$ cat config.mk
export PLATFORM = sky130hd
export DESIGN_NAME = broadcast_echo_flood_detector_unit
export DESIGN_NICKNAME = d
export VERILOG_FILES = /design/src/rtl/core/bedf_pkg.sv /design/src/rtl/core/bedf_ctrl.sv /design/src/rtl/core/bedf_datapath.sv /design/src/rtl/core/broadcast_echo_flood_detector_unit.sv
export SDC_FILE = /design/constraint.sdc
export NUM_CORES = 2
export LEC_CHECK = 0
export BUFFER_PORTS_ARGS = -buffer_cell sky130_fd_sc_hd__buf_2
export CORE_MARGIN = 3
export CORE_UTILIZATION = 35
export CTS_CLUSTER_DIAMETER = 80
export CTS_CLUSTER_SIZE = 40
export DETAILED_ROUTE_END_ITERATION = 10
export HOLD_SLACK_MARGIN = 0.05
export SYNTH_ARGS = -nofsm -noshare
export SYNTH_HDL_FRONTEND = slang
export SYNTH_SLANG_ARGS = --single-unit
$ cat constraint.sdc
create_clock -name clk -period 7.4 [get_ports clk]
set_input_delay 1.11 -clock clk [delete_from_list [all_inputs] [get_ports clk]]
set_output_delay 1.11 -clock clk [all_outputs]
set_load 0.005 [all_outputs]
$ cat src/rtl/core/bedf_pkg.sv
package bedf_pkg;

  localparam int STAMP_W    = 48;
  localparam int ADDR_W     = 32;
  localparam int THRESH_W   = 7;
  localparam int WINDOW_W   = 32;
  localparam int COUNT_OUT_W = 7;
  localparam int CFG_INDEX_W = 2;
  localparam int CFG_DATA_W  = 32;

  localparam logic [CFG_INDEX_W-1:0] REG_ALARM_THRESHOLD = 2'd0;
  localparam logic [CFG_INDEX_W-1:0] REG_WINDOW_US       = 2'd1;
  localparam logic [CFG_INDEX_W-1:0] REG_BROADCAST_ADDR  = 2'd2;

  localparam logic [THRESH_W-1:0] RESET_THRESHOLD = 7'd50;
  localparam logic [WINDOW_W-1:0] RESET_WINDOW_US = 32'd60000000;
  localparam logic [ADDR_W-1:0]   RESET_BCAST     = 32'hFFFF_FFFF;

  localparam logic [7:0] PROTO_ICMP      = 8'd1;
  localparam logic [7:0] ICMP_ECHO_REQ   = 8'd8;
  localparam logic [7:0] ICMP_CODE_PLAIN = 8'd0;

  typedef struct packed {
    logic capture;
    logic pop;
    logic push;
    logic load_out;
  } cmd_t;

  typedef struct packed {
    logic match;
    logic nonempty;
    logic aged;
  } status_t;

endpackage

$ cat src/rtl/core/bedf_ctrl.sv
module bedf_ctrl
  import bedf_pkg::*;
(
  input  logic    clk,
  input  logic    rst,
  input  logic    in_valid,
  output logic    in_stall,
  output logic    out_valid,
  input  logic    out_stall,
  input  status_t status,
  output cmd_t    cmd
);

  typedef enum logic [4:0] {
    S_IDLE  = 5'b00001,
    S_CHECK = 5'b00010,
    S_EVAL  = 5'b00100,
    S_PUSH  = 5'b01000,
    S_DONE  = 5'b10000
  } state_t;

  state_t state;
  state_t state_next;

  always_comb begin
    state_next = state;
    cmd        = '0;
    in_stall   = 1'b1;
    case (state)
      S_IDLE: begin
        in_stall = 1'b0;
        if (in_valid) begin
          cmd.capture = 1'b1;
          state_next  = S_CHECK;
        end
      end
      S_CHECK: begin
        state_next = status.match ? S_EVAL : S_DONE;
      end
      S_EVAL: begin
        if (status.nonempty && status.aged) begin
          cmd.pop = 1'b1;
        end else begin
          state_next = S_PUSH;
        end
      end
      S_PUSH: begin
        cmd.push   = 1'b1;
        state_next = S_DONE;
      end
      S_DONE: begin
        if (!out_valid || !out_stall) begin
          cmd.load_out = 1'b1;
          state_next   = S_IDLE;
        end
      end
      default: begin
        state_next = S_IDLE;
      end
    endcase
  end

  always_ff @(posedge clk) begin
    if (rst) begin
      state     <= S_IDLE;
      out_valid <= 1'b0;
    end else begin
      state <= state_next;
      if (cmd.load_out) begin
        out_valid <= 1'b1;
      end else if (!out_stall) begin
        out_valid <= 1'b0;
      end
    end
  end

`ifndef SYNTHESIS
  a_pop_only_in_eval: assert property (@(posedge clk) disable iff (rst)
    cmd.pop |-> state == S_EVAL)
    else $error("pop outside eviction state");
  a_no_load_over_held: assert property (@(posedge clk) disable iff (rst)
    cmd.load_out |-> !(out_valid && out_stall))
    else $error("result overwritten while stalled");
  a_push_after_check: assert property (@(posedge clk) disable iff (rst)
    cmd.push |=> state == S_DONE)
    else $error("push not followed by result");
`endif

endmodule

$ cat src/rtl/core/bedf_datapath.sv
module bedf_datapath
  import bedf_pkg::*;
#(
  parameter int QUEUE_DEPTH = 64
) (
  input  logic                   clk,
  input  logic                   rst,
  input  logic                   cfg_we,
  input  logic [CFG_INDEX_W-1:0] cfg_index,
  input  logic [CFG_DATA_W-1:0]  cfg_data,
  input  logic [7:0]             ip_protocol,
  input  logic [7:0]             icmp_type,
  input  logic [7:0]             icmp_code,
  input  logic [ADDR_W-1:0]      dest_ip,
  input  logic [STAMP_W-1:0]     arrival_us,
  input  cmd_t                   cmd,
  output status_t                status,
  output logic                   matched,
  output logic [COUNT_OUT_W-1:0] window_count,
  output logic                   attack
);

  localparam int PTR_W = (QUEUE_DEPTH > 1) ? $clog2(QUEUE_DEPTH) : 1;
  localparam int CNT_W = $clog2(QUEUE_DEPTH + 1);
  localparam int CMP_W = (CNT_W > THRESH_W) ? CNT_W : THRESH_W;
  localparam logic [PTR_W-1:0] LAST_SLOT = PTR_W'(QUEUE_DEPTH - 1);
  localparam logic [CNT_W-1:0] FULL_CNT  = CNT_W'(QUEUE_DEPTH);

  logic [THRESH_W-1:0] alarm_threshold;
  logic [WINDOW_W-1:0] window_us;
  logic [ADDR_W-1:0]   broadcast_addr;

  logic [7:0]          proto_q;
  logic [7:0]          type_q;
  logic [7:0]          code_q;
  logic [ADDR_W-1:0]   dest_q;
  logic [STAMP_W-1:0]  now_q;
  logic                hit;

  logic [STAMP_W-1:0]  mem [QUEUE_DEPTH];
  logic [STAMP_W-1:0]  rdata;
  logic [PTR_W-1:0]    read_ptr;
  logic [PTR_W-1:0]    read_ptr_next;
  logic [PTR_W-1:0]    write_ptr;
  logic [CNT_W-1:0]    entry_count;
  logic [CNT_W-1:0]    entry_count_next;
  logic [CNT_W-1:0]    push_count;
  logic                alarm_latched;
  logic                full;
  logic                do_pop;
  logic [STAMP_W-1:0]  age;

  function automatic logic [PTR_W-1:0] next_slot(input logic [PTR_W-1:0] p);
    return (p == LAST_SLOT) ? '0 : p + 1'b1;
  endfunction

  always_ff @(posedge clk) begin
    if (rst) begin
      alarm_threshold <= RESET_THRESHOLD;
      window_us       <= RESET_WINDOW_US;
      broadcast_addr  <= RESET_BCAST;
    end else if (cfg_we) begin
      case (cfg_index)
        REG_ALARM_THRESHOLD: alarm_threshold <= cfg_data[THRESH_W-1:0];
        REG_WINDOW_US:       window_us       <= cfg_data[WINDOW_W-1:0];
        REG_BROADCAST_ADDR:  broadcast_addr  <= cfg_data[ADDR_W-1:0];
        default: begin
        end
      endcase
    end
  end

  always_ff @(posedge clk) begin
    if (cmd.capture) begin
      proto_q <= ip_protocol;
      type_q  <= icmp_type;
      code_q  <= icmp_code;
      dest_q  <= dest_ip;
      now_q   <= arrival_us;
    end
  end

  assign full       = (entry_count >= FULL_CNT);
  assign do_pop     = cmd.pop || (cmd.push && full);
  assign push_count = full ? entry_count : entry_count + 1'b1;
  assign age        = now_q - rdata;

  always_comb begin
    read_ptr_next    = do_pop ? next_slot(read_ptr) : read_ptr;
    entry_count_next = entry_count;
    if (cmd.push) begin
      entry_count_next = push_count;
    end else if (cmd.pop) begin
      entry_count_next = entry_count - 1'b1;
    end
  end

  assign status.match    = !alarm_latched && proto_q == PROTO_ICMP &&
                           type_q == ICMP_ECHO_REQ && code_q == ICMP_CODE_PLAIN &&
                           dest_q == broadcast_addr;
  assign status.nonempty = (entry_count != '0);
  assign status.aged     = (age >= {{(STAMP_W-WINDOW_W){1'b0}}, window_us});

  // head entry is always fetched at the pointer it will hold next cycle
  always_ff @(posedge clk) begin
    if (cmd.push) begin
      mem[write_ptr] <= now_q;
    end
    rdata <= mem[read_ptr_next];
  end

  always_ff @(posedge clk) begin
    if (rst) begin
      read_ptr      <= '0;
      write_ptr     <= '0;
      entry_count   <= '0;
      alarm_latched <= 1'b0;
    end else begin
      read_ptr    <= read_ptr_next;
      entry_count <= entry_count_next;
      if (cmd.push) begin
        write_ptr <= next_slot(write_ptr);
        if (CMP_W'(push_count) >= CMP_W'(alarm_threshold)) begin
          alarm_latched <= 1'b1;
        end
      end
    end
  end

  always_ff @(posedge clk) begin
    if (cmd.capture) begin
      hit <= 1'b0;
    end else if (cmd.push) begin
      hit <= 1'b1;
    end
  end

  always_ff @(posedge clk) begin
    if (cmd.load_out) begin
      matched      <= hit;
      window_count <= COUNT_OUT_W'(entry_count);
      attack       <= alarm_latched;
    end
  end

`ifndef SYNTHESIS
  a_count_bound: assert property (@(posedge clk) disable iff (rst)
    entry_count <= FULL_CNT)
    else $error("entry count above queue depth");
  a_pop_nonempty: assert property (@(posedge clk) disable iff (rst)
    cmd.pop |-> entry_count != '0)
    else $error("pop from empty queue");
  a_no_push_latched: assert property (@(posedge clk) disable iff (rst)
    cmd.push |-> !alarm_latched)
    else $error("transaction recorded after latch");
`endif

endmodule

$ cat src/rtl/core/broadcast_echo_flood_detector_unit.sv
// A transaction is captured on input accept in S_IDLE and classified in S_CHECK;
// a non-matching or post-alarm one goes straight to S_DONE, while a match passes
// through S_EVAL, which evicts aged entries, and S_PUSH. S_DONE loads the result
// once no held result waits on out_stall; no new transaction is taken before then.
// The eviction loop pops one queue entry per cycle through the read port.
// Reset (rst, synchronous): queue empty, flag cleared, registers at defaults.
module broadcast_echo_flood_detector_unit
  import bedf_pkg::*;
#(
  parameter int QUEUE_DEPTH = 64
) (
  input  logic                   clk,
  input  logic                   rst,
  input  logic                   cfg_valid,
  output logic                   cfg_ready,
  input  logic [CFG_INDEX_W-1:0] cfg_index,
  input  logic [CFG_DATA_W-1:0]  cfg_data,
  input  logic                   in_valid,
  output logic                   in_stall,
  input  logic [7:0]             ip_protocol,
  input  logic [7:0]             icmp_type,
  input  logic [7:0]             icmp_code,
  input  logic [ADDR_W-1:0]      dest_ip,
  input  logic [STAMP_W-1:0]     arrival_us,
  output logic                   out_valid,
  input  logic                   out_stall,
  output logic                   matched,
  output logic [COUNT_OUT_W-1:0] window_count,
  output logic                   attack
);

  cmd_t    cmd;
  status_t status;

  assign cfg_ready = 1'b1;

  bedf_ctrl u_ctrl (
    .clk       (clk),
    .rst       (rst),
    .in_valid  (in_valid),
    .in_stall  (in_stall),
    .out_valid (out_valid),
    .out_stall (out_stall),
    .status    (status),
    .cmd       (cmd)
  );

  bedf_datapath #(
    .QUEUE_DEPTH (QUEUE_DEPTH)
  ) u_datapath (
    .clk          (clk),
    .rst          (rst),
    .cfg_we       (cfg_valid && cfg_ready),
    .cfg_index    (cfg_index),
    .cfg_data     (cfg_data),
    .ip_protocol  (ip_protocol),
    .icmp_type    (icmp_type),
    .icmp_code    (icmp_code),
    .dest_ip      (dest_ip),
    .arrival_us   (arrival_us),
    .cmd          (cmd),
    .status       (status),
    .matched      (matched),
    .window_count (window_count),
    .attack       (attack)
  );

endmodule

==> flow_summary.yaml <==
global_route:
  grt_max_degree: 94
  grt_pass1_wl_mm: 526
  antenna_found_initial: 17
  grt.total_usage_pct: 18.7
  grt_pass1_vias: 72700
  grt-ovfl-total: 0
pwr:
  ir_drop_mv: 0.201
  leakagePower_nw: 47.7
  p_total_mw: 32.1
  power_density_nw_per_um2: 215
die:
  dieWidth_um: 618
  placementRows: 224
  ios: 155
  design.die.area_um2: 382000
  core-area_um2: 372000
  start_util_pct: 35.2
  die_h_um: 618
synthesis:
  yosys-top-cells-area: "edfxtp_1, mux4_2, mux2i_1"
  yosys.area_share.adder_pct: 0.875
  netlist_top_cells_count: "edfxtp_1, o21ai_0, mux4_2"
  synth_edf_count: 3185
  yosysUniqueCellTypes: 80
  synth_top_area_cell: "edfxtp_1"
  syn_nets: 7651
  synthSimpleGateAreaFrac_pct: 3.95
  synth_top_family_by_area: "multiplexers"
  synth_compound_area_share_pct: 7.16
  syn_area_um2: 131000
  yosys.cell_count.top_type: "edfxtp_1"
  async_flop_share_pct: 0
  synth_xor_area_share_pct: 0.535
  syn_inst: 7417
  synth_top_cell_area_share_pct: 73.0
  muxShareOfSynthArea_pct: 10.4
  synthFlopType: "edfxtp_1"
  seq_area_frac_synth_pct: 75.2
  yosys_warnings: 0
  synth-seq-cells: 3331
  syn_avg_cell_area_um2: 17.7
timing:
  drv_slew: 0
  worst_slack_ns: 0.205
  min_period_over_period_pct: 97.2
  finalCriticalPeriod_ns: 7.19
  final-hold-violation-count: 0
  fin_hold_ws_ns: 0.447
  worstMarginPinSlew_ns: 1.30
  finClkSkew_ns: 0.106
  finalSetupViolCount: 0
  fmax_mhz: 139
  slew_headroom_pct: 13.2
  rsz0062_at_grt: "yes"
setup_path:
  path_class: "flop to flop"
  cpPeakStageDelay_ns: 0.63
  worst_path_most_repeated_cell: "buf_4"
  critPathSlowestCell: "edfxtp_1"
  worst_r2r_endpoint: "u_datapath.rdata[9]$_DFF_P_"
  crit_path_start_kind: "flop"
  cp.required_ns: 8.02
  critPathTopFamily: "simple AND/OR/NAND/NOR gates"
  cp_data_arrival_time_ns: 7.82
  crit_buf_inv: 6
  r2r.worst_path.cells: 31
  critPathCaptureType: "flop"
  r2r-start: "u_datapath.now_q[21]$_DFFE_PP_"
  cp_max_fo: 27
  r2r_slack_ns: 0.21
cts:
  clock_latency_ns: 0.86
  htree_levels: 3
  cts.path.max_buffers: 3
  cts_tree: "yes"
  cts-root-buf: "clkbuf_16"
  clock_sinks: 3331
  path_clk_slew_ns: 0.13
  cts_buffers: 119
placed_design:
  finalWeightedCongestion: 0.835
  dp_slack_ns: -0.383
  portBuffers: 153
  hpwl_mm: 229
layout:
  syn_to_final_growth_pct: 13.6
  final_nets: 8184
  final_util_pct: 40.0
  multi_input_area_um2: 31000
  layout-drive-gt1-share_pct: 21.1
  ff_latch_area_um2: 98600
  fillers: 33100
outcome:
  status: "finished, final reports clean"
detailed_routing:
  drt-pass1-iter-count: 6
  avgRoutedWirePerCell_um: 28.3
  viasPerCell: 5.67
  drt_iter0_drc: 9255
  drc: 0
  ant_nets: 0
  vias: 73800
  wl_mm: 369
hold_path:
  whs_endpoint: "u_datapath.dest_q[28]$_DFFE_PP_"
  hp-start: "dest_ip[28]"
  hold_class: "input port to flop"
  hold_depth: 1
job:
  cap_violations: 0
[cell families (layout without fill, tap and decap cells)]
| group | count (synthesis) | after routing |
|---|---|---|
| AOI/OAI and AO/OA | 1495 | 1495 |
| xor gates and xnor gates | 80 | 80 |
| adders and majority gates | 91 | 91 |
| buffers and inverters | 599 | 1228 |
| DFF | 3331 | 3331 |
| muxes | 822 | 822 |
| other | 1 | 4 |
| and+or+nand+nor | 998 | 998 |
[cell type report]
type	count	area share [%]
Antenna cell	3	0.00504
Clock buffer	134	2.07
Clock inverter	83	0.871
Inverter	107	0.270
Multi-Input combinational cell	3487	20.8
Sequential cell	3331	66.2
Tap cell	4972	4.18
Timing Repair Buffer	904	5.62
[cell usage in the layout (no fill, tap or decap), types with 52 or more instances in the layout]
master and n:
a211oi_1 52, o22ai_1 190, nand3_1 313, dfxtp_1 140
mux4_2 430, nor2_4 68, edfxtp_1 3185, o21ai_0 422
a221oi_1 95, a21oi_1 300, a22oi_1 195, buf_2 153
buf_4 596, nor2_1 110, ha_1 83, nand2_1 213
clkbuf_16 125, buf_12 135, inv_1 107, mux2i_1 388
[power by group]
part | leakage (nW) | internal (mW) | total [mW] | switching [mW]
logic | 15.7 | 0.309 | 1.31 | 0.998
clock network | 2.10 | 3.50 | 9.60 | 6.10
registers | 29.9 | 21.1 | 21.1 | 0.0794
[worst register-to-register path, delay by kind of cell (launching register included)]
kind / cells / cell delay (ns)
and+or+nand+nor: 12 / 2.49
AOI/OAI and AO/OA: 10 / 1.91
buffers and inverters: 6 / 1.11
adders and majority gates: 2 / 0.74
DFF: 1 / 0.63
xor gates and xnor gates: 1 / 0.15
[metrics by stage]
stage                     setup TNS [ns]  instances  instance area, um^2
after floorplan                        0       7417               131000
after detailed placement           -4.29      12800               144000
after CTS                              0      13000               148000
after global routing             -0.0357      13000               149000
final                                  0      13000               149000
after global placement            -17.19      12800               144000
[worst max path at each step]
stage | startpoint | to | slack, ns | depth (start not counted)
detailed placement | u_datapath.rdata[3]$_DFF_P_ | u_datapath.rdata[29]$_DFF_P_ | -0.38 | 29
CTS | u_datapath.rdata[3]$_DFF_P_ | u_datapath.rdata[43]$_DFF_P_ | 0.007 | 32
floorplan | u_datapath.now_q[2]$_DFFE_PP_ | u_datapath.rdata[46]$_DFF_P_ | 0.53 | 26
global route | u_datapath.rdata[3]$_DFF_P_ | u_datapath.rdata[1]$_DFF_P_ | -0.02 | 33
finish | u_datapath.now_q[21]$_DFFE_PP_ | u_datapath.rdata[9]$_DFF_P_ | 0.21 | 31
global placement | u_datapath.rdata[18]$_DFF_P_ | u_datapath.rdata[0]$_DFF_P_ | -0.71 | 29
[layer usage]
metal | up-vias | global-route usage (%) | share of wire, %
met5 | - | 0 | 0.0027
met4 | 2 | 4.66 | 2.7
met3 | 481 | 2.98 | 8.1
met2 | 3330 | 31.3 | 49
met1 | 38900 | 25.4 | 41
li1 | 31100 | - | -
[registers in the layout (all words and copies together), names as in the netlist, 8 cells and up]
name                       count
u_datapath.rdata              48
u_datapath.now_q              48
u_datapath.window_us          32
u_datapath.proto_q             8
u_datapath.type_q              8
u_datapath.code_q              8
u_datapath.broadcast_addr     32
u_datapath.mem              3072
u_datapath.dest_q             32
[timing repair]
action                                  4_1_cts  5_1_grt
pin swaps                                     2       20
hold buffers                                  0        0
buffers inserted                              3       37
cloned                                        0        4
gates resized for setup                      10       79
endpoints found under the setup margin       48       48
Power figures use the tool's default switching activity.
